`src/rtl/core/crsh_pkg.sv`:
```
// Shared types, constants and tables for the closest ray-segment hit engine.
// No dependencies; the CORDIC, divider, top level and checker import it.
`timescale 1ns / 1ps

package crsh_pkg;

  localparam int MAX_SEGMENTS = 256;
  localparam int ADDR_W = $clog2(MAX_SEGMENTS);
  localparam int CNT_W = $clog2(MAX_SEGMENTS + 1);
  localparam int SEG_W = 64;

  localparam int CORDIC_STEPS = 14;
  localparam logic signed [16:0] CORDIC_X0 = 17'sd9949;

  // Divider sizes: a 61-bit magnitude numerator over a 35-bit magnitude divisor.
  localparam int NUM_W = 61;
  localparam int DEN_W = 35;
  localparam int DIV_CNT_W = $clog2(NUM_W + 1);

  localparam logic [1:0] OP_LOAD = 2'd0;
  localparam logic [1:0] OP_CLEAR = 2'd1;

  localparam logic [1:0] CFG_PARALLEL_LIMIT = 2'd0;
  localparam logic [1:0] CFG_EDGE_MARGIN = 2'd1;

  typedef enum logic [2:0] {
    ST_LOADED  = 3'd0,
    ST_FULL    = 3'd1,
    ST_CLEARED = 3'd2,
    ST_HIT     = 3'd3,
    ST_NOHIT   = 3'd4
  } status_t;

  typedef enum logic [3:0] {
    S_IDLE,
    S_CORDIC,
    S_READ,
    S_PREP,
    S_MUL,
    S_CHECK,
    S_DIV2,
    S_DIV1,
    S_NEXT,
    S_HITX,
    S_HITY
  } state_t;

  typedef struct packed {
    logic             start;
    logic [NUM_W-1:0] numer;
    logic [DEN_W-1:0] denom;
  } div_req_t;

  function automatic logic signed [16:0] atan_units(input logic [3:0] i);
    logic signed [16:0] r;
    case (i)
      4'd0:    r = 17'sd8192;
      4'd1:    r = 17'sd4836;
      4'd2:    r = 17'sd2555;
      4'd3:    r = 17'sd1297;
      4'd4:    r = 17'sd651;
      4'd5:    r = 17'sd326;
      4'd6:    r = 17'sd163;
      4'd7:    r = 17'sd81;
      4'd8:    r = 17'sd41;
      4'd9:    r = 17'sd20;
      4'd10:   r = 17'sd10;
      4'd11:   r = 17'sd5;
      4'd12:   r = 17'sd3;
      4'd13:   r = 17'sd1;
      default: r = 17'sd0;
    endcase
    return r;
  endfunction

endpackage

```
`src/rtl/core/crsh_div.sv`:
```
// Restoring unsigned divider, one quotient bit per cycle.
// Depends on crsh_pkg for widths and the request struct.
`timescale 1ns / 1ps

module crsh_div import crsh_pkg::*; (
  input  logic             clk,
  input  logic             rst_n,
  input  div_req_t         req,
  output logic             done,
  output logic [NUM_W-1:0] quot
);

  logic                 run_r, run_nxt;
  logic                 done_r, done_nxt;
  logic [DIV_CNT_W-1:0] cnt_r, cnt_nxt;
  logic [NUM_W-1:0]     nq_r, nq_nxt;
  logic [DEN_W-1:0]     den_r, den_nxt;
  logic [DEN_W-1:0]     rem_r, rem_nxt;
  logic [DEN_W:0]       trial;

  always_comb begin
    run_nxt  = run_r;
    done_nxt = 1'b0;
    cnt_nxt  = cnt_r;
    nq_nxt   = nq_r;
    den_nxt  = den_r;
    rem_nxt  = rem_r;
    trial    = {rem_r, nq_r[NUM_W-1]};
    if (req.start) begin
      run_nxt = 1'b1;
      cnt_nxt = '0;
      nq_nxt  = req.numer;
      den_nxt = req.denom;
      rem_nxt = '0;
    end else if (run_r) begin
      // The numerator shifts out at the top while quotient bits shift in below.
      if (trial >= {1'b0, den_r}) begin
        rem_nxt = DEN_W'(trial - {1'b0, den_r});
        nq_nxt  = {nq_r[NUM_W-2:0], 1'b1};
      end else begin
        rem_nxt = trial[DEN_W-1:0];
        nq_nxt  = {nq_r[NUM_W-2:0], 1'b0};
      end
      cnt_nxt = cnt_r + 1'b1;
      if (cnt_r == DIV_CNT_W'(NUM_W - 1)) begin
        run_nxt  = 1'b0;
        done_nxt = 1'b1;
      end
    end
  end

  always_ff @(posedge clk) begin
    if (!rst_n) begin
      run_r  <= 1'b0;
      done_r <= 1'b0;
    end else begin
      run_r  <= run_nxt;
      done_r <= done_nxt;
    end
    cnt_r <= cnt_nxt;
    nq_r  <= nq_nxt;
    den_r <= den_nxt;
    rem_r <= rem_nxt;
  end

  assign done = done_r;
  assign quot = nq_r;

endmodule

```
`config.mk`:
```
export PLATFORM = sky130hd
export DESIGN_NAME = crsh_div
export DESIGN_NICKNAME = d
export VERILOG_FILES = /design/src/rtl/core/crsh_pkg.sv /design/src/rtl/core/crsh_div.sv
export SDC_FILE = /design/constraint.sdc
export NUM_CORES = 1
export LEC_CHECK = 0
export ABC_AREA = 1
export ABC_CLOCK_PERIOD_IN_PS = 2400
export BUFFER_PORTS_ARGS = -buffer_cell sky130_fd_sc_hd__buf_4
export CORE_UTILIZATION = 47
export CTS_CLUSTER_SIZE = 14
export DETAILED_ROUTE_END_ITERATION = 16
export GPL_ROUTABILITY_DRIVEN = 0
export PLACE_DENSITY = 0.73
export SLEW_MARGIN = 0
export SYNTH_ARGS = -nofsm -noshare
export SYNTH_HDL_FRONTEND = slang
export SYNTH_SLANG_ARGS = --single-unit
```
`constraint.sdc`:
```
create_clock -name clk -period 2.4 [get_ports clk]
set_clock_uncertainty 0.05 [all_clocks]
set_input_delay 0.48 -clock clk [delete_from_list [all_inputs] [get_ports clk]]
set_output_delay 0.48 -clock clk [all_outputs]
set_load 0.02 [all_outputs]
```
==> Word level (Yosys, flattened, before mapping) <==
Cells that the tools add are included.
{ "totals": {"register_bits": 139} }
{ "classes": {"addsub": 2, "magnitude_cmp": 1, "eq_ne": 1, "n_mux": 8, "n_bitwise": 2, "n_reduce_logical": 2} }
{ "ops": {"columns": ["operator", "n"], "rows": [
  ["$mux 61", 2],
  ["$ge 36x35->1", 1],
  ["$mux 35", 1],
  ["$sub 35x35->35", 1],
  ["$add 6x1->6 const B", 1],
  ["$eq 6x6->1 const B", 1],
  ["$mux 1", 5],
  ["$reduce_or 3->1", 1],
  ["$not 1->1", 2],
  ["$reduce_bool 2->1", 1]
]} }

==> Longest topological paths before layout <==
Gate-level depths: netlist (run 1).
{ "logic_depth": {"word_depth": 4, "depth_mapped": 16} }

==> Least setup slack after synthesis (run 1) <==
OpenSTA, ideal clock, no wires.
{ "synth_timing": {"path_type": "register to register", "start": "reg nq_r[60] (netlist: quot[60])", "end": "reg rem_r[14]", "t_arrival_ps": 2150, "slack_ps": 41, "path_stages_with_launch": 17, "synth_period_minus_slack_ps": 2359, "cell_sequence": "edfxtp_1 -> inv_1 -> ha_1 -> fa_1 -> nor2_4 -> nor2_4 -> inv_2 -> nand2_1 -> nand3_2 -> nand2_2 -> nand2_4 -> nand2_8 -> nand2_8 -> buf_6 -> nand2_1 -> nand3_1 -> o21ai_1"} }
{ "synth_via": {"elab_chain_len": 2} }
{ "synth_lines": {"columns": ["item", "line", "text"], "rows": [
  ["start: declaration", "crsh_div.sv:16", "logic [NUM_W-1:0] nq_r, nq_nxt;"],
  ["start signal: assignment", "crsh_div.sv:61", "nq_r <= nq_nxt;"],
  ["$sub 35x35->35 or $ge 36x35->1 (tied branches)", "crsh_div.sv:38, crsh_div.sv:37", null],
  ["$mux 35 *", "crsh_div.sv:37", "if (trial >= {1'b0, den_r}) begin"],
  ["end signal: assignment", "crsh_div.sv:63", "rem_r <= rem_nxt;"],
  ["end: declaration", "crsh_div.sv:18", "logic [DEN_W-1:0] rem_r, rem_nxt;"]
]} }
Every way passes the cells marked *; elsewhere a longest branch is shown, timed or not.
A chain may end at the register's enable or synchronous reset.

==> Final worst setup path (run 1) <==
{ "layout_timing": {"start": "reg den_r[27]", "end": "reg rem_r[14]"} }
{ "layout_via": {"elab_chain_len": 2} }
{ "layout_lines": {"columns": ["item", "line", "text"], "rows": [
  ["start: declaration", "crsh_div.sv:17", "logic [DEN_W-1:0] den_r, den_nxt;"],
  ["start signal: assignment", "crsh_div.sv:62", "den_r <= den_nxt;"],
  ["$ge 36x35->1", "crsh_div.sv:37", null],
  ["$mux 35", "crsh_div.sv:37", null]
]} }
Every way passes these cells.

==> metrics list, run 1 <==
* Core outline area: 0.01748 mm2
- Avg Synthesized Cell Area: 7.395 um2
- For this configuration, the core starts out at a cell density of 48.75%.
- DRC: 0
- Summing the areas of all fa, ha and maj instances in the mapped netlist gives 5.669% of the synthesized area.
* Violation count after the first detailed-routing iteration: 704
- Number of top-level pins: 161
- Timing would allow up to 431.2 MHz.
- Most used routing layer in global routing: met2
* Setup WS post-layout: 0.08078 ns
- The synthesized design spends more area on one cell type than any other, namely edfxtp_1.
* Required arrival time at the worst endpoint: 2.66 ns
- The clock tree synthesis step divided the H-tree into 4 levels.
* Count of flip-flops with a built-in enable after synthesis: 96
- TritonCTS built the clock tree.
- Net count after synthesis: 1,289
- Clock-pin slew was measured on the worst setup and hold paths at 0.07 ns.
* Count of state elements after synthesis: 139
- The die is 136.6 um tall.
* Fraction of the yosys area taken by sequential cells: 43.94%
* CP max stage cell: ha_1
* Worst setup slack before clock tree synthesis: -0.01777 ns
- Source-to-sink clock delay at the later pin of the worst-skew pair: 0.43 ns
* Tightest Pin Transition: 0.7438 ns
- After detailed routing, the average wire length per cell comes to 14.58 um.
* Number of filler cells placed in the layout: 1,558
- Synth Area in Compound Gates: 3.936%
- STA classifies the critical path startpoint as a flop.
- Area share of the largest cell type after synthesis: 33.84%
- For met2 alone, demand over resource in global routing was 42.10%.
* Number of buffer and inverter stages on the critical path: 3
- The count of buffers added on input and output ports is 160.
* Count of yosys warnings during synthesis: 0
* Maximum single-stage delay on the critical path: 0.36 ns
* Post-CTS Hold Fix Bufs: 0
- Top fanout value on the critical path: 13
- Antenna Nets Post-Route: 0
* Synth-to-layout area growth: 26.74%
- Total leakage power: 5.548 nW
* Max transition margin: 50.34%
* Count of vias placed by the detailed router: 7,899
- The critical path is of the flop to flop type.
* Met3 Usage GRT: 6.037%
- Number of sinks handled by clock tree synthesis: 139
- In the synthesized netlist the async set-or-reset flop fraction comes to 0%.
- GRT Util Overall: 25.49%
- Setup violations remaining at the end of the flow were counted as 0.
- Biggest area contributors in the synthesized netlist: edfxtp_1 34%, nand2_1 21%, dfxtp_1 10%, inv_1 7.8%, nand3_1 5.6%
- The tool flagged a number of max-cap violations equal to 0.
* Number of buffers inserted during clock tree synthesis: 17
* Total count of max-transition violations in the final report: 0
- CTS placed an instance of clkbuf_16 at the clock tree root.
- Worst hold path class: primary input to flop
* Maximum number of pins on one net before global-route repair: 81
* Post-synthesis mux area share: 0%
* Dominant combinational cell family by area after synthesis: simple AND/OR/NAND/NOR gates
- Maximum count of clock buffers along a single path: 2
- The floorplan has 48 rows.
* Share of the synthesized netlist area taken by xor and xnor gates: 1.953%
- Number of instances in the synthesized netlist: 1,152
- The most used flip-flop cell after synthesis is edfxtp_1.
* Placed wire-length estimate after detailed placement: 16,380 um
* Most used standard cells in the synthesized netlist: 469 x nand2_1, 177 x inv_1, 96 x edfxtp_1, 95 x nand3_1, 55 x nor2_1
- The total overflow left after global routing is 0.
- The first global-routing pass estimated 36,760 um of wire.
- Outcome: finished, final reports clean
- Total Die Area: 0.01867 mm2
- In the final layout, the share of cells above drive strength 1 is 20.82%.
- The first detailed-routing pass took 5 iterations.
- The number of antenna violations at the first check in global routing is 0.
- Dividing total power by cell area gives a power density of 590.5 mW/mm2.
- Peak VDD IR: 0.0004784 V
* Setup repair after global routing missed its margin: yes
* Net count, final: 1,469
- The mapped netlist covers 0.008519 mm2.
* Unique masters post-synth: 39
* Total detailed-routing wirelength: 22,890 um
- Via-to-Cell Ratio: 5.031
- For the finished layout, the period the worst path requires is 2.319 ns.
* Share of the clock period used by the worst path: 96.63%
- Hold Vio Cnt, Final: 0
* Area fraction in and, or, nand and nor cells after synthesis: 34.63%
- STA classifies the critical path endpoint as a flop.
* Horizontal die dimension: 136.6 um
- Worst-case hold slack: 0.1751 ns
* Sum of internal, switching and leakage power: 0.006377 W
- Chain of cells forming the critical path: inv_1, ha_1, nand2_2, inv_1, a21oi_2, nand2_1, a21oi_2, nand2_4, nand2_8, buf_8, nand3_1, nand3_1, o21ai_1
- 0 antenna diodes ended up in the layout.
- The via count of the first global-routing pass is 7,721.
* Kind of cell adding the most delay to the critical path: simple AND/OR/NAND/NOR gates
- Met1 track demand over resource: 31.88%
* Library cell with the highest instance count after synthesis: nand2_1
- STA puts the critical path data arrival time at 2.58 ns.
worst paths after layout:
kind                     startpoint                      to  slack [ns]  depth (start not counted)
max             den_r[27]$_DFFE_PP_  rem_r[14]$_SDFFE_PP0P_        0.08                         13
min                         req[26]     den_r[26]$_DFFE_PP_        0.18                          1
max reg2reg     den_r[27]$_DFFE_PP_  rem_r[14]$_SDFFE_PP0P_        0.08                         13
min reg2reg  rem_r[21]$_SDFFE_PP0P_  rem_r[21]$_SDFFE_PP0P_        0.42                          2
cells by family after synthesis:
kind of cell    Yosys count
buf+inv                 213
fa+ha+maj                38
simple gates            683
compound gates           60
xor+xnor                 19
flops                   139
where the power goes:
part	internal, W	switching (W)
clock network	0.00139	0.00115
registers	0.00276	0.0000880
logic	0.000408	0.000574
total	0.00456	0.00182
repair_timing:
| action | in CTS | in global routing |
|---|---|---|
| cloned | 0 | 3 |
| setup endpoints to repair | 7 | 35 |
| setup buffers | 0 | 5 |
| gates resized for setup | 2 | 20 |
| pin swaps | 0 | 7 |
final cells by class:
type                    instances  area, um2  share of cell area [%]
clock buffers                  18      439.2                   4.067
clock inverters                14      126.4                   1.170
inverters                     184      690.7                   6.396
multi-input cells             803       4065                   37.65
flip-flops and latches        139       3744                   34.67
well taps                     225      281.5                   2.607
repair buffers                187       1451                   13.44
metal layers:
metal / share of wire [%] / wire length (um) / up-vias
met1: 42 / 9610 / 3536
met5: 0 / 0 / -
met2: 46 / 10590 / 332
met3: 9.1 / 2073 / 53
li1: - / - / 3978
met4: 2.7 / 617 / 0
worst reg2reg max path: cells and delay by family, from the launching register on:
| kind | cells | cell delay, ns |
|---|---|---|
| buffers and inverters | 3 | 0.28 |
| flip-flops | 1 | 0.33 |
| adder cells (fa/ha/maj) | 1 | 0.36 |
| AND/OR/NAND/NOR | 6 | 0.71 |
| AO/OA/AOI/OAI | 3 | 0.46 |
sequential cells by signal, summed over array words and instances (netlist names):
name,cells
run_r,1
den_r,35
cnt_r,6
quot,61
rem_r,35
done,1
through the flow:
step           instance area (um2)  utilization [%]  TNS [ns]  instances
3_3_place_gp                 10040            57.46         0       1530
4_1_cts                      10610            60.73         0       1562
5_1_grt                      10800            61.78   -0.2338       1570
2_1_floorplan                 8519                -         0       1152
3_5_place_dp                 10040            57.46  -0.01777       1530
6_report                     10800            61.78         0       1570
cell usage in the layout, fill, tap and decap left out, drive strengths merged, types with 2 or more instances in the layout:
master	netlist	layout
a21oi	25	25
a31oi	3	3
buf	16	187
clkbuf	13	18
clkinv	0	5
dfxtp	43	43
edfxtp	96	96
ha	37	37
inv	184	192
nand2	484	487
nand3	102	102
nand3b	17	17
nand4	4	4
nor2	64	64
nor3	7	7
o21ai	27	27
o21bai	4	4
xnor2	17	17
xor2	2	2
No activity file was read; power rests on OpenSTA's default activity.
==> run 2: changes to the inputs <==
Settings changed: ABC_AREA 1 to unset, CORE_UTILIZATION 47 to 50, PLACE_DENSITY 0.73 to 0.78.
==> metrics list, run 2 <==
- Setup-failing EPs final: 36
* Sum of internal, switching and leakage power: 0.007661 W
* Switching part of the total: 30.00%
- The total overflow left after global routing is 0.
- For this run, the detailed router's first-pass iteration total came to 5.
- Setup WS post-layout: -0.5387 ns
- Summed over all nets, the switching power comes to 0.002298 W.
- Post-route minimum period: 2.939 ns
- Antenna Nets Post-Route: 0
- Leaving out fill and tap cells, the most frequent cell in the layout is buf_4.
- The die covers 0.01586 mm2.
- Headroom to the max-slew limit came out at 62.97%.
- Peak VDD IR: 0.0005488 V
* Number of instances in the synthesized netlist: 716
- Fraction of layout instances using a drive strength above 1: 42.77%
- Core outline area: 0.01475 mm2
* Number of buffers inserted during clock tree synthesis: 17
- Count of flip-flops with a built-in enable after synthesis: 96
- Post-CTS Hold Fix Bufs: 0
- Maximum count of clock buffers along a single path: 2
- Total leakage power: 4.821 nW
- Share of the clock period used by the worst path: 122.4%
- Net count, final: 1,141
* Combinational Power Share: 28.4%
- Count of state elements after synthesis: 139
- In this run the core area contains 44 standard-cell rows.
* Routed wire length per instance: 16.72 um
* Violation count after the first detailed-routing iteration: 403
- Summed over all layers, the routed wires come to 20,080 um.
- Instance area after placement: 0.01003 mm2
* Hold Vio Cnt, Final: 0
* Tightest Pin Transition: 0.5521 ns
- Avg Synthesized Cell Area: 10.73 um2
* Setup repair after global routing missed its margin: yes
- The first global-routing pass estimated 31,550 um of wire.
- Chip Height: 125.9 um
* DRC: 0
* Worst-case hold slack: 0.1766 ns
* Setup TNS Final: -17.28 ns
- The commonest cells after synthesis are 96 x edfxtp_1, 62 x mux2_2, 57 x nor2_1, 52 x nand2_1, 50 x inv_1.
* Post-Synthesis Cell Area: 0.007680 mm2
* Number of global-route vias before repair: 6,624
- Violations in the final reports: negative setup slack
- The number of nets in the synthesized netlist is 853.
* Clk slew on worst S/H paths: 0.07 ns
* CTS Root Cell: clkbuf_16
* CTS tree: done
* Outcome: finished with violations
- Via-to-Cell Ratio: 5.439
- After routing the design area is 0.01086 mm2.
- The register with the most flip-flops in the layout has 61 of them.
- Count of vias placed by the detailed router: 6,532
- Number of sinks handled by clock tree synthesis: 139
- Worst path arrival time: 3.20 ns
- Top fanout value on the critical path: 8
* Number of diodes added for antenna fixing: 0
- Across every metal layer, demand over resource in global routing totals 25.49%.
- For this run, the top clock speed supported by timing is 340.3 MHz.
* Sequential share of power: 38.3%
* Area share of the largest cell type after synthesis: 37.54%
* Highest-count cells in the layout ignoring fill and taps: 294 x buf_4, 96 x edfxtp_1, 62 x mux2_2, 56 x nor2_1, 50 x nand2_1
- H-tree lvl count: 4
- Library cell with the highest instance count after synthesis: edfxtp_1
* Critical Path Start Type: flop
- Total count of max-transition violations in the final report: 0
- Required arrival time at the worst endpoint: 2.66 ns
- The tool flagged a number of max-cap violations equal to 0.
- Synth-to-layout area growth: 41.38%
- Clock network fraction of design power: 33.3%
* Synth area leader: edfxtp_1
- Sorting the synthesized cells by area gives the leading types as edfxtp_1 38%, dfxtp_1 11%, mux2_2 9.1%, ha_1 6.0%, a21oi_1 2.9%.
- Starting density of the core: 52.05%
- Placed wire-length estimate after detailed placement: 14,090 um
- Cell internal power was estimated by the tool at 0.005363 W.
* Number of antenna violations at the first check in global routing: 0
- Counting distinct cell types in the post-synthesis netlist gives 57.
* Cell area power density: 705.6 mW/mm2
* Type of the worst setup path: flop to flop
- Worst hold path class: primary input to flop
- Buffers on Ports: 160
- Fraction of the yosys area taken by sequential cells: 48.75%
- Asr flop ratio synth: 0%
- Count of yosys warnings during synthesis: 0
- The worst setup path is captured at a flop.
* Number of top-level pins: 161
* Horizontal die dimension: 125.9 um
- Source-to-sink clock delay at the later pin of the worst-skew pair: 0.43 ns
* Ys flop type: edfxtp_1
- Maximum number of pins on one net before global-route repair: 44
* Reg-to-reg slack, setup: -0.54 ns
## run 2: cell count changes after synthesis, sizes merged, moves of 17 or more
cell	before	now
a211oi	0	25
a21o	0	21
a21oi	25	48
inv	184	50
mux2	0	62
mux2i	0	19
nand2	484	52
nand3	102	6
nand3b	17	0
o21ai	27	45
## run 2: worst paths after layout
check | from | endpoint | cells after the start
hold reg to reg | cnt_r[5]$_SDFFE_PP0P_ | cnt_r[5]$_SDFFE_PP0P_ | 2
hold / removal | req[27] | den_r[27]$_DFFE_PP_ | 1
setup reg to reg | den_r[0]$_DFFE_PP_ | rem_r[22]$_SDFFE_PP0P_ | 12
setup / recovery | den_r[0]$_DFFE_PP_ | rem_r[22]$_SDFFE_PP0P_ | 12
## run 2: worst max-delay path, stage by stage, from the launching register on
cell	delay, ns
edfxtp_1	0.44
ha_4	0.19
fa_2	0.34
nand2b_4	0.16
a21oi_4	0.16
o2111ai_4	0.17
a2111oi_4	0.40
nor4b_4	0.10
o21ai_4	0.19
buf_4	0.17
buf_12	0.15
mux2i_2	0.21
a211oi_1	0.09
## run 2: timing repair
item                       CTS  global route
hold endpoints to repair     0             0
resized for setup           12            18
pin swaps                   13             9
cloned                       2             2
setup endpoints to repair   36            36
buffers inserted             6             3
## run 2: metal layers
metal	track usage [%]	wire length [um]
met5	0	0
met4	8.150	427
met2	44.07	9934
met1	30.10	8266
met3	8.029	1452
## run 2: final cells by class
| class | count | area, um2 |
|---|---|---|
| Clock inverter | 14 | 138.9 |
| Sequential cell | 139 | 3745 |
| Clock buffer | 18 | 429.2 |
| Multi-Input combinational cell | 493 | 3727 |
| Timing Repair Buffer | 303 | 2396 |
| Tap cell | 184 | 230.2 |
| Inverter | 50 | 191.4 |
| Fill cell | 1014 | 3896 |
## run 2: power by group through the flow
stage               Clock (W)  Sequential (W)  Combinational (W)
floorplan                   0         0.00310            0.00102
global placement            0         0.00297            0.00197
detailed placement          0         0.00298            0.00200
CTS                   0.00258         0.00294            0.00209
global route          0.00268         0.00296            0.00234
finish                0.00255         0.00294            0.00217
## run 2: kinds of logic (layout without fill, tap and decap cells)
kind of cell	Yosys count	in the layout	share of synthesized area [%]
AOI/OAI and AO/OA	176	176	15.14
xor gates and xnor gates	34	34	3.877
adders and majority gates	38	38	6.289
buffers and inverters	84	385	4.627
DFF	139	139	48.75
muxes	81	81	11.57
and+or+nand+nor	164	164	9.759
## run 2: metrics by stage
| step | setup WS (ns) | util, % | instances |
|---|---|---|---|
| 3_5_place_dp | -0.4928 | 67.95 | 1157 |
| 4_1_cts | -0.4611 | 72.71 | 1197 |
| 5_1_grt | -0.6634 | 73.59 | 1201 |
| 2_1_floorplan | -0.5123 | - | 716 |
| 3_3_place_gp | -0.4223 | 67.95 | 1157 |
| 6_report | -0.5387 | 73.59 | 1201 |
