## src/rtl/core/crsh_pkg.sv

```systemverilog
// Shared types, constants and tables for the closest ray-segment hit engine.
// No dependencies; the CORDIC, divider, top level and checker import it.
`timescale 1ns / 1ps

package crsh_pkg;

  localparam int MAX_SEGMENTS = 256;
  localparam int ADDR_W = $clog2(MAX_SEGMENTS);
  localparam int CNT_W = $clog2(MAX_SEGMENTS + 1);
  localparam int SEG_W = 64;

  localparam int CORDIC_STEPS = 14;
  localparam logic signed [16:0] CORDIC_X0 = 17'sd9949;

  // Divider sizes: a 61-bit magnitude numerator over a 35-bit magnitude divisor.
  localparam int NUM_W = 61;
  localparam int DEN_W = 35;
  localparam int DIV_CNT_W = $clog2(NUM_W + 1);

  localparam logic [1:0] OP_LOAD = 2'd0;
  localparam logic [1:0] OP_CLEAR = 2'd1;

  localparam logic [1:0] CFG_PARALLEL_LIMIT = 2'd0;
  localparam logic [1:0] CFG_EDGE_MARGIN = 2'd1;

  typedef enum logic [2:0] {
    ST_LOADED  = 3'd0,
    ST_FULL    = 3'd1,
    ST_CLEARED = 3'd2,
    ST_HIT     = 3'd3,
    ST_NOHIT   = 3'd4
  } status_t;

  typedef enum logic [3:0] {
    S_IDLE,
    S_CORDIC,
    S_READ,
    S_PREP,
    S_MUL,
    S_CHECK,
    S_DIV2,
    S_DIV1,
    S_NEXT,
    S_HITX,
    S_HITY
  } state_t;

  typedef struct packed {
    logic             start;
    logic [NUM_W-1:0] numer;
    logic [DEN_W-1:0] denom;
  } div_req_t;

  function automatic logic signed [16:0] atan_units(input logic [3:0] i);
    logic signed [16:0] r;
    case (i)
      4'd0:    r = 17'sd8192;
      4'd1:    r = 17'sd4836;
      4'd2:    r = 17'sd2555;
      4'd3:    r = 17'sd1297;
      4'd4:    r = 17'sd651;
      4'd5:    r = 17'sd326;
      4'd6:    r = 17'sd163;
      4'd7:    r = 17'sd81;
      4'd8:    r = 17'sd41;
      4'd9:    r = 17'sd20;
      4'd10:   r = 17'sd10;
      4'd11:   r = 17'sd5;
      4'd12:   r = 17'sd3;
      4'd13:   r = 17'sd1;
      default: r = 17'sd0;
    endcase
    return r;
  endfunction

endpackage

```

## src/rtl/core/crsh_cordic.sv

```systemverilog
// Iterative CORDIC that turns a 16-bit angle into a Q2.14 unit direction.
// Depends on crsh_pkg for the arctangent table and the start value.
`timescale 1ns / 1ps

module crsh_cordic import crsh_pkg::*; (
  input  logic               clk,
  input  logic               rst_n,
  input  logic               start,
  input  logic [15:0]        angle,
  output logic               done,
  output logic signed [16:0] dx,
  output logic signed [16:0] dy
);

  logic               run_r, run_nxt;
  logic [3:0]         step_r, step_nxt;
  logic [1:0]         quad_r, quad_nxt;
  logic signed [16:0] x_r, x_nxt, y_r, y_nxt, z_r, z_nxt;
  logic signed [16:0] dx_r, dx_nxt, dy_r, dy_nxt;
  logic               done_r, done_nxt;
  logic signed [16:0] xs, ys, xn, yn;

  always_comb begin
    run_nxt  = run_r;
    step_nxt = step_r;
    quad_nxt = quad_r;
    x_nxt    = x_r;
    y_nxt    = y_r;
    z_nxt    = z_r;
    dx_nxt   = dx_r;
    dy_nxt   = dy_r;
    done_nxt = 1'b0;
    xs = x_r >>> step_r;
    ys = y_r >>> step_r;
    if (!z_r[16]) begin
      xn = x_r - ys;
      yn = y_r + xs;
    end else begin
      xn = x_r + ys;
      yn = y_r - xs;
    end
    if (start) begin
      run_nxt  = 1'b1;
      step_nxt = 4'd0;
      quad_nxt = angle[15:14];
      x_nxt    = CORDIC_X0;
      y_nxt    = 17'sd0;
      z_nxt    = $signed({3'b000, angle[13:0]});
    end else if (run_r) begin
      x_nxt    = xn;
      y_nxt    = yn;
      z_nxt    = z_r[16] ? z_r + atan_units(step_r) : z_r - atan_units(step_r);
      step_nxt = step_r + 4'd1;
      if (step_r == 4'(CORDIC_STEPS - 1)) begin
        run_nxt  = 1'b0;
        done_nxt = 1'b1;
        case (quad_r)
          2'd0: begin
            dx_nxt = xn;
            dy_nxt = yn;
          end
          2'd1: begin
            dx_nxt = -yn;
            dy_nxt = xn;
          end
          2'd2: begin
            dx_nxt = -xn;
            dy_nxt = -yn;
          end
          default: begin
            dx_nxt = yn;
            dy_nxt = -xn;
          end
        endcase
      end
    end
  end

  always_ff @(posedge clk) begin
    if (!rst_n) begin
      run_r  <= 1'b0;
      done_r <= 1'b0;
    end else begin
      run_r  <= run_nxt;
      done_r <= done_nxt;
    end
    step_r <= step_nxt;
    quad_r <= quad_nxt;
    x_r    <= x_nxt;
    y_r    <= y_nxt;
    z_r    <= z_nxt;
    dx_r   <= dx_nxt;
    dy_r   <= dy_nxt;
  end

  assign done = done_r;
  assign dx   = dx_r;
  assign dy   = dy_r;

endmodule

```

## config.mk

```make
export PLATFORM = sky130hd
export DESIGN_NAME = crsh_cordic
export DESIGN_NICKNAME = d
export VERILOG_FILES = /design/src/rtl/core/crsh_pkg.sv /design/src/rtl/core/crsh_cordic.sv
export SDC_FILE = /design/constraint.sdc
export NUM_CORES = 1
export LEC_CHECK = 0
export BUFFER_PORTS_ARGS = -buffer_cell sky130_fd_sc_hd__clkbuf_2
export CAP_MARGIN = 20
export CORE_MARGIN = 2
export CORE_UTILIZATION = 25
export DETAILED_ROUTE_END_ITERATION = 8
export GPL_TIMING_DRIVEN = 0
export SLEW_MARGIN = 40
export SYNTH_ARGS = -nofsm -noshare
export SYNTH_HDL_FRONTEND = slang
export SYNTH_SLANG_ARGS = --single-unit
```

## constraint.sdc

```tcl
create_clock -name clk -period 7.77 [get_ports clk]
set_input_delay 0.777 -clock clk [delete_from_list [all_inputs] [get_ports clk]]
set_output_delay 0.777 -clock clk [all_outputs]
set_load 0.01 [all_outputs]
```

# Yosys cells after proc, flatten, opt, wreduce, memory -nomap -nowiden
# Memories as Yosys holds them, arrays and structs flattened. A register that Yosys moved wholly into a read port is not among the register bits.
# Index checks and enable logic that the tools add are counted.
[word_totals] reg_bits=93 mem_bits_ro=448 input_bits=19 out_inout_bits=35 n_memories=2
[mem_list] memory="(no name shown)" depth=16 width=14 read_ports=1 rd_ports_with_merged_regs=1 write_ports=0 line_no="crsh_pkg.sv:56" rtl="case (i)"
[mem_list] memory="(no name shown)" depth=16 width=14 read_ports=1 rd_ports_with_merged_regs=1 write_ports=0 line_no="crsh_pkg.sv:56"
[classes] n_addsub=9 eq_ne=3 shifts=2 mux=19 bitwise_logic=3 reduce_logical=4
[ops] cell="$mux 17" n=7
[ops] cell="$pmux 17 s3" n=2
[ops] cell="$add 17x17->17" n=3
[ops] cell="$sub 17x17->17" n=3
[ops] cell="$neg 17->17" n=2
[ops] cell="$sshr 17x4->17" n=2
[ops] cell="$mux 14" n=2
[ops] cell="$mux 4" n=4
[ops] cell="$add 4x1->4 const B" n=1
[ops] cell="$eq 4x4->1 const B" n=1
[ops] cell="$mux 1" n=4
[ops] cell="$not 1->1" n=3
[ops] cell="$reduce_and 3->1" n=1
[ops] cell="$reduce_or 3->1" n=1
[ops] cell="$eq 2x1->1 const B" n=1
[ops] cell="$eq 2x2->1 const B" n=1
[ops] cell="$logic_not 2->1" n=1
[ops] cell="$reduce_bool 2->1" n=1

# Logic depth before layout (Yosys ltp)
# Gate-level depths: netlist (run 1).
[logic_depth] depth_word=6 depth_mapped=28

# Least setup slack after synthesis (run 1)
# Ideal clock, no wire load.
[synth_timing] kind="register -> register" from="register step_r[1]" to="register dy_r[16], in the netlist dy[16], data pin" setup_ns=0.158 arrival_ns=5.271 t_required_ns=7.612 path_slack_ns=2.341 path_stages_with_launch=26 period_less_slack_ns=5.429 cell_sequence="dfxtp_1 -> buf_6 -> buf_6 -> buf_4 -> mux4_2 -> a21oi_1 -> nand2_1 -> o21ai_0 -> ha_1 -> nand2_1 -> o221ai_1 -> and4_4 -> and2_1 -> nor2_1 -> xor2_1 -> ha_1 -> a21oi_1 -> nand2b_1 -> and2_1 -> o21ai_1 -> o21a_1 -> o31a_1 -> or2_1 -> or3_1 -> a32o_1 -> a22oi_1"
[synth_between] elab_chain_len=5 word_cells_on_any_way=11 cone_classes="add/sub (6); shift (2); mux (3)"
[synth_lines] item="from (decl)" line_no="crsh_cordic.sv:16" rtl="logic [3:0] step_r, step_nxt;"
[synth_lines] item="from (signal assigned)" line_no="crsh_cordic.sv:87" rtl="step_r <= step_nxt;"
[synth_lines] item="$sshr 17x4->17 (on tied branches)" line_no="crsh_cordic.sv:34, crsh_cordic.sv:33"
[synth_lines] item="$sub 17x17->17 (tied with other cells)" line_no="crsh_cordic.sv:36" rtl="xn = x_r - ys;"
[synth_lines] item="$mux 17" line_no="crsh_cordic.sv:35" rtl="if (!z_r[16]) begin"
[synth_lines] item="$neg 17->17 (on tied branches)" line_no="crsh_cordic.sv:72, crsh_cordic.sv:68"
[synth_lines] item="$pmux 17 s3 *" line_no="crsh_cordic.sv:57" rtl="case (quad_r)"
[synth_lines] item="to (signal assigned)" line_no="crsh_cordic.sv:93" rtl="dy_r <= dy_nxt;"
[synth_lines] item="to (decl)" line_no="crsh_cordic.sv:19" rtl="logic signed [16:0] dx_r, dx_nxt, dy_r, dy_nxt;"
# Mark *: on every way between the ends. The rest lies on a longest branch, timed or not.
# A chain may end at the register's enable or synchronous reset.

# Worst setup path after layout (run 1)
[layout_timing] from="register step_r[0]" to="register dx_r[16], in the netlist dx[16], data pin"
[layout_between] elab_chain_len=5 word_cells_on_any_way=11 cone_classes="add/sub (6); shift (2); mux (3)"
[layout_lines] item="$sshr 17x4->17 (on tied branches)" line_no="crsh_cordic.sv:34, crsh_cordic.sv:33"
[layout_lines] item="$sub 17x17->17 (tied with other cells)" line_no="crsh_cordic.sv:36"
[layout_lines] item="$mux 17" line_no="crsh_cordic.sv:35"
[layout_lines] item="$neg 17->17 (on tied branches)" line_no="crsh_cordic.sv:67, crsh_cordic.sv:63"
[layout_lines] item="$pmux 17 s3 *" line_no="crsh_cordic.sv:57"
[layout_lines] item="to (signal assigned)" line_no="crsh_cordic.sv:92" rtl="dx_r <= dx_nxt;"
[layout_lines] item="to (decl)" line_no="crsh_cordic.sv:19"
# Marked as above.

==> impl_metrics.json, run 1 <==
{
  "ys_ff_latch": 107,
  "synth_flop_cell": "dfxtp_1",
  "worst_pin_slew_ns": 0.879,
  "use_met2_pct": 27.1,
  "cp_slowest_cell": "mux4_2",
  "ant_nets": 0,
  "start_util_pct": 25.3,
  "wl_mm": 37.9,
  "whs_ns": 0.523,
  "grt_pass1_vias": 10100,
  "hold_path_class": "flip-flop to flip-flop",
  "synth_commonest_cells": "150 x nor2_1, 110 x nand2_1, 88 x a21oi_1",
  "n_antenna_cell": 0,
  "cts_sinks": 107,
  "drive_gt1_share_pct": 13.6,
  "rows": 76,
  "cts_tree": "yes",
  "outcome": "finished, final reports clean",
  "layout.nets": 1434,
  "io_pins": 54,
  "fill_cells": 4698,
  "synth-edff-count": 50,
  "ys_seq_area_share_pct": 24.3,
  "cts_resized": 0,
  "synthArstFlopShare_pct": 0,
  "vias": 10600,
  "grt_usage_pct": 16.8,
  "rsz0062_at_grt": "no",
  "syn_nets": 1369,
  "grt_pass1_wl_mm": 58.0,
  "antenna_found_initial": 0,
  "clk_path_buf_depth": 2,
  "cts_setup_buffers": 0,
  "fp.dieH_microns": 212,
  "yosysTopAreaCell": "edfxtp_1",
  "fin_crit_ns": 6.82,
  "ys_warn_count": 0,
  "vias_per_cell": 5.44,
  "grt_max_degree": 22,
  "die_area_sq_um": 45100,
  "area_delta_synth_final_pct": 12.4,
  "root_buffer": "clkbuf_16",
  "grtUsageMet1_pct": 22.4,
  "synth.distinct_cells": 105,
  "core_sq_um": 43000,
  "port_buffers": 53,
  "critPathRequiredTime_ns": 8.01,
  "ff2ff_setup_slack_ns": 0.95,
  "slew_headroom_pct": 41.4,
  "clk_pin_slew_ns": 0.08,
  "htree_levels": 3,
  "post-route-util_pct": 28.4,
  "finalSetupViolations": 0,
  "synth_most_common_cell": "nor2_1",
  "insertion_delay_ns": 0.39,
  "dpl.hpwl_mm": 29.1,
  "synth.avg_cell_area_sq_um": 8.45,
  "critPathKind": "flip-flop to flip-flop",
  "overflow": 0,
  "place_congestion": 0.953,
  "drc": 0,
  "maxCapViolCount": 0,
  "grt.busiest_layer": "met2",
  "end_kind": "flip-flop",
  "fin_skew_ns": 0.0133,
  "die_w_microns": 212,
  "crit_arrival_ns": 7.06,
  "cp_cell_sequence": "buf_6 -> buf_2 -> buf_2 -> mux4_2 -> nand2_1 -> a31oi_1 -> nor3_1 -> a31oi_1 -> xor2_1 -> ha_1 -> and2_1 -> or4_1 -> a311oi_1 -> o31ai_1 -> o41ai_1 -> xnor2_1 -> xnor2_2 -> or4_1 -> o311ai_1 -> nand3b_1",
  "dr.pass1.iters": 6,
  "slew_viol_final": 0,
  "setup-tns-final_ns": 0,
  "numCtsBuffers": 9,
  "clock.fmax_ghz": 0.147,
  "drtIter0Drc": 1056,
  "timing.final.crit_share_pct": 87.8,
  "slowest_delay_ns": 0.53,
  "synth.area.top_cells": "edfxtp_1 14%, dfxtp_1 11%, mux4_2 7.9%, ha_1 7.1%, nor2_1 5.2%",
  "use_met3_pct": 3.15,
  "syn-cell-area_sq_um": 10900,
  "netlist.area_leader.share_pct": 13.8,
  "critPathLaunchType": "flip-flop",
  "wire_per_inst_microns": 19.5,
  "hold_viol": 0,
  "cp_max_fo": 10,
  "netlist_instances": 1285,
  "cts-hold-fix-buffers": 0
}
[logic make-up after synthesis]
| family | after synthesis | share of synthesized area [%] |
|---|---|---|
| xor gates and xnor gates | 74 | 6.24 |
| DFF | 107 | 24.3 |
| AOI/OAI and AO/OA | 372 | 23.7 |
| adders and majority gates | 65 | 7.70 |
| buffers and inverters | 121 | 4.64 |
| and+or+nand+nor | 453 | 20.1 |
| muxes | 93 | 13.3 |
[layout make-up]
class	count	area, sq um	share of cell area, %
multi-input cells	1057	7730	63.3
flip-flops and latches	107	2640	21.7
repair buffers	54	280	2.30
plain buffers	75	338	2.77
clock buffers	10	250	2.05
clock inverters	6	60.1	0.492
inverters	46	173	1.42
well taps	585	732	6.00
[critical path: cells and delay by family, from the launching register on]
kind | cells | cell delay, ns
flops | 1 | 0.50
mux | 1 | 0.53
fa+ha+maj | 1 | 0.38
buf+inv | 3 | 0.84
xor+xnor | 3 | 0.71
simple gates | 6 | 1.98
compound gates | 6 | 1.71
[layer usage]
layer  vias to the layer above  share of wire [%]
li1                       4936                  -
met3                        65                7.6
met5                         -                  0
met4                         0                2.5
met2                       445                 46
met1                      5114                 44
[final timing paths]
check / cells after the start / to / start
min reg2reg: 2 / z_r[15] / z_r[15]
min: 2 / z_r[15] / z_r[15]
max: 20 / dx[16] / step_r[0]
max reg2reg: 20 / dx[16] / step_r[0]
[placed cells by master (no fill, tap or decap), types with 6 or more instances in the layout]
cell	synthesis	layout
a211o_1	11	11
a211oi_1	27	26
a21o_1	14	14
a21oi_1	88	88
a22oi_1	7	7
a31oi_1	20	20
and2_1	11	11
buf_1	12	11
buf_2	7	8
clkbuf_1	49	45
clkbuf_16	0	10
clkbuf_2	0	57
dfxtp_1	57	57
edfxtp_1	50	50
ha_1	62	62
inv_1	44	44
mux2_2	15	15
mux2i_1	39	39
mux4_2	38	38
nand2_1	110	110
nand2b_1	10	10
nand3_1	34	34
nand4_1	9	9
nor2_1	150	149
nor2b_1	20	20
nor3_1	40	40
nor3b_1	7	7
nor4_1	6	6
o211ai_1	10	10
o21a_1	17	17
o21ai_0	69	69
o21ai_1	9	9
o21bai_1	12	12
or2_2	7	7
or3_1	13	13
xnor2_1	41	41
xor2_1	30	30
[per-stage QoR]
step           area [sq um]  worst slack (ns)  cells
2_1_floorplan         10900              2.34   1285
3_3_place_gp          11900              1.11   1923
3_5_place_dp          11900              1.09   1924
4_1_cts               12200              1.05   1940
5_1_grt               12200             0.540   1940
6_report              12200             0.950   1940
Power of run 1 is left out: the tool's default activity adds up to more than one toggle a clock period on the data nets, which glitch-free logic cannot reach.
==> run 2, diff against run 1 <==
==> constraint.sdc (replaced) <==
create_clock -name clk -period 6.7 [get_ports clk]
set_input_delay 0.67 -clock clk [delete_from_list [all_inputs] [get_ports clk]]
set_output_delay 0.67 -clock clk [all_outputs]
set_load 0.01 [all_outputs]
==> impl_metrics.json, run 2 (synthesis gave the netlist of run 1 again) <==
{
  "crit_arrival_ns": 6.61,
  "design_area_sq_um": 12300,
  "worstHoldStart": "angle[14]",
  "fin_skew_ns": 0.0127,
  "cp_slowest_cell": "mux4_2",
  "antenna_found_initial": 0,
  "finalSetupViolations": 0,
  "vias_per_cell": 5.49,
  "slowest_delay_ns": 0.55,
  "numCtsBuffers": 9,
  "root_buffer": "clkbuf_16",
  "outcome": "finished, final reports clean",
  "fin_crit_ns": 6.41,
  "die_w_microns": 212,
  "start_util_pct": 25.3,
  "rsz0062_at_grt": "yes",
  "cpMostUsedCell": "a21oi_1",
  "fp.dieH_microns": 212,
  "r2r-end": "dy[16]",
  "fill_cells": 4689,
  "cp_top_family": "compound AO/OA/AOI/OAI gates",
  "cts_tree": "yes",
  "drive_gt1_share_pct": 14.8,
  "insertion_delay_ns": 0.39,
  "whs_ns": 0.448,
  "cts-hold-fix-buffers": 0,
  "grt_max_degree": 22,
  "reg2reg_from": "step_r[1]",
  "layout_common_cells": "149 x nor2_1, 110 x nand2_1, 86 x a21oi_1",
  "ant_nets": 0,
  "wire_per_inst_microns": 19.6,
  "slew_viol_final": 0,
  "critPathKind": "flip-flop to flip-flop",
  "layout.nets": 1433,
  "worst_r2r_path_depth": 25,
  "ff2ff_setup_slack_ns": 0.29,
  "port_buffers": 53,
  "slew_headroom_pct": 38.8,
  "dr.pass1.iters": 5,
  "io_pins": 54,
  "clk_pin_slew_ns": 0.09,
  "n_antenna_cell": 0,
  "critPathLaunchType": "flip-flop",
  "setup-tns-final_ns": 0,
  "hold_path_class": "input port to flip-flop",
  "core_sq_um": 43000,
  "worstPathBufferInverterCount": 4,
  "worstHoldEndpoint": "quad_r[0]",
  "vias": 10600,
  "place_congestion": 0.953,
  "area_delta_synth_final_pct": 13.2,
  "grt_pass1_vias": 10100,
  "holdPathStages": 1,
  "cts_sinks": 107,
  "final_common_cell": "nor2_1",
  "dpl_cell_area_sq_um": 11900,
  "fin_cells": 1939,
  "overflow": 0,
  "dp_cells": 1924,
  "worst_pin_slew_ns": 0.911,
  "critPathRequiredTime_ns": 6.89,
  "clock.fmax_ghz": 0.156,
  "drtIter0Drc": 1080,
  "seq_area_sq_um": 2640,
  "timing.final.crit_share_pct": 95.7,
  "clk_path_buf_depth": 2,
  "die_area_sq_um": 45100,
  "dpl.hpwl_mm": 29.1,
  "maxCapViolCount": 0,
  "wl_mm": 37.9,
  "cts_setup_buffers": 0,
  "end_kind": "flip-flop",
  "multi_input_area_sq_um": 7810,
  "cp_max_fo": 10,
  "rows": 76,
  "htree_levels": 3,
  "hold_viol": 0,
  "drc": 0,
  "grt_usage_pct": 16.8,
  "grt_pass1_wl_mm": 58.0
}
## run 2: cell count changes in the layout (fill, tap and decap cells not counted), sizes merged
cell    change
buf         -2
clkbuf      +1
## run 2: final cells by class
cell class                      instances  area share (%)
Buffer                                 74            2.79
Clock buffer                           10            2.04
Clock inverter                          6           0.489
Inverter                               46            1.40
Multi-Input combinational cell       1057            63.5
Sequential cell                       107            21.5
Tap cell                              585            5.95
Timing Repair Buffer                   54            2.28
## run 2: per-stage QoR
step / setup WS, ns / utilization, %
2_1_floorplan: 1.27 / -
3_3_place_gp: 0.0447 / 27.6
3_5_place_dp: 0.0235 / 27.7
4_1_cts: 0.00179 / 28.4
5_1_grt: -0.0640 / 28.6
6_report: 0.286 / 28.6
## run 2: worst max path at each step
stage                   start  slack (ns)  cells past startpoint  endpoint
global route        step_r[0]       -0.06                     20    dx[16]
CTS                 step_r[2]       0.002                     24    dy[16]
global placement    step_r[0]        0.04                     20    dx[16]
detailed placement  step_r[0]        0.02                     20    dx[16]
finish              step_r[1]        0.29                     25    dy[16]
floorplan           step_r[1]        1.27                     25    dy[16]
## run 2: timing repair
action / 4_1_cts / 5_1_grt
endpoints found under the setup margin: 1 / 10
pin swaps: 0 / 1
gates resized for setup: 1 / 24
## run 2: worst reg2reg max path, stage by stage, from the launching register on
cell and delay, ns:
dfxtp_2 0.42, buf_6 0.20, buf_6 0.19, buf_4 0.22, mux4_2 0.55, a21oi_1 0.33, a21oi_1 0.15, inv_1 0.09
ha_2 0.24, nand2_1 0.07, o221ai_1 0.18, and4_4 0.30, and2_1 0.18, nor2_1 0.08, xor2_2 0.27, ha_1 0.29
a21oi_1 0.27, nand2b_1 0.17, and2_1 0.12, o21ai_1 0.09, o21a_1 0.19, o31a_1 0.37, or2_1 0.31, or3_1 0.43
a32o_1 0.29, a22oi_1 0.25
## run 2: metal layers
metal	GRT usage (%)	vias up	part of all wire, %
li1	-	4940	-
met1	22.4	5173	44
met2	27.1	468	46
met3	3.15	55	8.0
met4	6.10	0	2.3
met5	0	-	0
Power of run 2 is left out for the same reason.
==> run 3, diff against run 2 <==
--- a/config.mk
+++ b/config.mk
@@ -7,10 +7,12 @@
 export LEC_CHECK = 0
 export BUFFER_PORTS_ARGS = -buffer_cell sky130_fd_sc_hd__clkbuf_2
 export CAP_MARGIN = 20
-export CORE_MARGIN = 2
+export CORE_MARGIN = 8
 export CORE_UTILIZATION = 25
 export DETAILED_ROUTE_END_ITERATION = 8
 export GPL_TIMING_DRIVEN = 0
+export RECOVER_POWER = 50
+export REMOVE_ABC_BUFFERS = 1
 export SLEW_MARGIN = 40
 export SYNTH_ARGS = -nofsm -noshare
 export SYNTH_HDL_FRONTEND = slang
==> impl_metrics.json, run 3 (synthesis gave the netlist of run 1 again) <==
{
  "cp_cell_sequence": "clkinvlp_4 -> mux4_2 -> nor3_1 -> a31oi_1 -> xor2_1 -> ha_1 -> and2_1 -> or4_1 -> a311oi_1 -> o31ai_1 -> o41ai_1 -> xnor2_1 -> xnor2_2 -> or4_1 -> o311ai_1 -> nand3b_1",
  "slew_viol_final": 76,
  "cts_setup_buffers": 0,
  "worst_pin_slew_ns": 3.71,
  "htree_levels": 3,
  "grt_max_degree": 76,
  "cp_slowest_cell": "dfxtp_2",
  "fin_skew_ns": 0.0148,
  "critPathKind": "flip-flop to flip-flop",
  "fin_crit_ns": 6.19,
  "r2r-end": "dx[16]",
  "core_sq_um": 43000,
  "maxCapViolCount": 1,
  "reg2reg_from": "step_r[3]",
  "finalSetupViolations": 0,
  "clk_pin_slew_ns": 0.09,
  "drtIter0Drc": 798,
  "critPathRequiredTime_ns": 6.94,
  "slowest_delay_ns": 0.80,
  "timing.final.crit_share_pct": 92.4,
  "wire_per_inst_microns": 16.4,
  "cts_sinks": 107,
  "numCtsBuffers": 9,
  "drc": 0,
  "hold_viol": 0,
  "area_delta_synth_final_pct": 10.2,
  "insertion_delay_ns": 0.38,
  "grt_pass1_wl_mm": 49.7,
  "violations": "max-capacitance violations, max-slew violations",
  "cts_tree": "yes",
  "layout.nets": 1369,
  "worstHoldEndpoint": "quad_r[1]",
  "layout_common_cells": "148 x nor2_1, 110 x nand2_1, 88 x a21oi_1",
  "holdPathStages": 1,
  "antenna_found_initial": 0,
  "setup.worst_path.start": "step_r[3]",
  "setup-tns-final_ns": 0,
  "die_area_sq_um": 50400,
  "fp.dieH_microns": 224,
  "io_pins": 54,
  "outcome": "finished, violations left",
  "slew_headroom_pct": -147,
  "port_buffers": 53,
  "cpMostUsedCell": "or4_1",
  "n_antenna_cell": 0,
  "clk_path_buf_depth": 2,
  "die_w_microns": 224,
  "vias_per_cell": 5.31,
  "wl_mm": 30.8,
  "grt_usage_pct": 11.9,
  "worstHoldStart": "angle[15]",
  "start_util_pct": 25.3,
  "cp_max_fo": 35,
  "dpl.hpwl_mm": 22.7,
  "worst_r2r_path_depth": 16,
  "ant_nets": 0,
  "root_buffer": "clkbuf_16",
  "vias": 9948,
  "overflow": 0,
  "final_common_cell": "nor2_1",
  "rows": 76,
  "fill_cells": 4633,
  "place_congestion": 0.861,
  "drive_gt1_share_pct": 11.3,
  "ff2ff_setup_slack_ns": 0.51,
  "end_kind": "flip-flop",
  "critPathLaunchType": "flip-flop",
  "rsz0062_at_grt": "no",
  "crit_arrival_ns": 6.43,
  "clock.fmax_ghz": 0.162,
  "dr.pass1.iters": 6,
  "grt_pass1_vias": 9299,
  "hold_path_class": "input port to flip-flop"
}
[run 3: cell types whose count changed in the layout (fill, tap and decap cells not counted), moves of 3 or more]
cell | previous run | this run
clkbuf_2 | 60 | 17
clkinvlp_4 | 0 | 3
buf_2 | 6 | 0
buf_4 | 3 | 0
buf_12 | 0 | 3
buf_1 | 11 | 0
dfxtp_1 | 56 | 51
dfxtp_4 | 0 | 5
clkbuf_1 | 41 | 38
[run 3: per-layer routing]
metal  vias up  part of all wire, %  global-route usage (%)
met5         -                    0                       0
met4         0                  2.8                    4.22
li1       4822                    -                       -
met3        53                  6.1                    2.27
met2       327                   45                    19.0
met1      4746                   46                    16.0
[run 3: timing repair]
action,CTS,global route
gates resized for setup,0,2
setup endpoints to repair,0,3
hold buffers,0,0
[run 3: area by class of cell]
class / instances / area (sq um) / area share, %
Multi-Input combinational cell: 1057 / 7730 / 64.6
Sequential cell: 107 / 2660 / 22.2
Tap cell: 585 / 732 / 6.12
Timing Repair Buffer: 64 / 370 / 3.09
Clock buffer: 11 / 254 / 2.12
Inverter: 46 / 179 / 1.50
Clock inverter: 5 / 41.3 / 0.345
[run 3: worst max-delay path: cells and delay by family, from the launching register on]
kind | cells | cell delay (ns)
AOI/OAI and AO/OA | 5 | 1.45
buffers and inverters | 1 | 0.61
muxes | 1 | 0.48
xor gates and xnor gates | 3 | 0.62
adders and majority gates | 1 | 0.37
DFF | 1 | 0.80
and+or+nand+nor | 5 | 1.71
[run 3: worst max-delay path by stage]
stage	to	slack, ns	depth (start not counted)
2_1_floorplan	dx[16]	0.40	16
3_3_place_gp	dx[16]	-0.79	22
3_5_place_dp	dx[16]	0.47	16
4_1_cts	dx[16]	0.41	16
5_1_grt	dy[16]	0.03	23
6_report	dx[16]	0.51	16
[run 3: through the flow]
| step | cell area [sq um] | instances | worst slack [ns] | hold slack, ns | util (%) |
|---|---|---|---|---|---|
| detailed placement | 11700 | 1859 | 0.473 | 0.497 | 27.3 |
| global route | 12000 | 1875 | 0.0298 | 0.458 | 27.8 |
| global placement | 11500 | 1848 | -0.793 | 0.490 | 26.8 |
| floorplan | 10500 | 1210 | 0.397 | 0.464 | - |
| finish | 12000 | 1875 | 0.511 | 0.476 | 27.8 |
| CTS | 12000 | 1875 | 0.411 | 0.465 | 28.0 |
Power of run 3 is left out for the same reason.
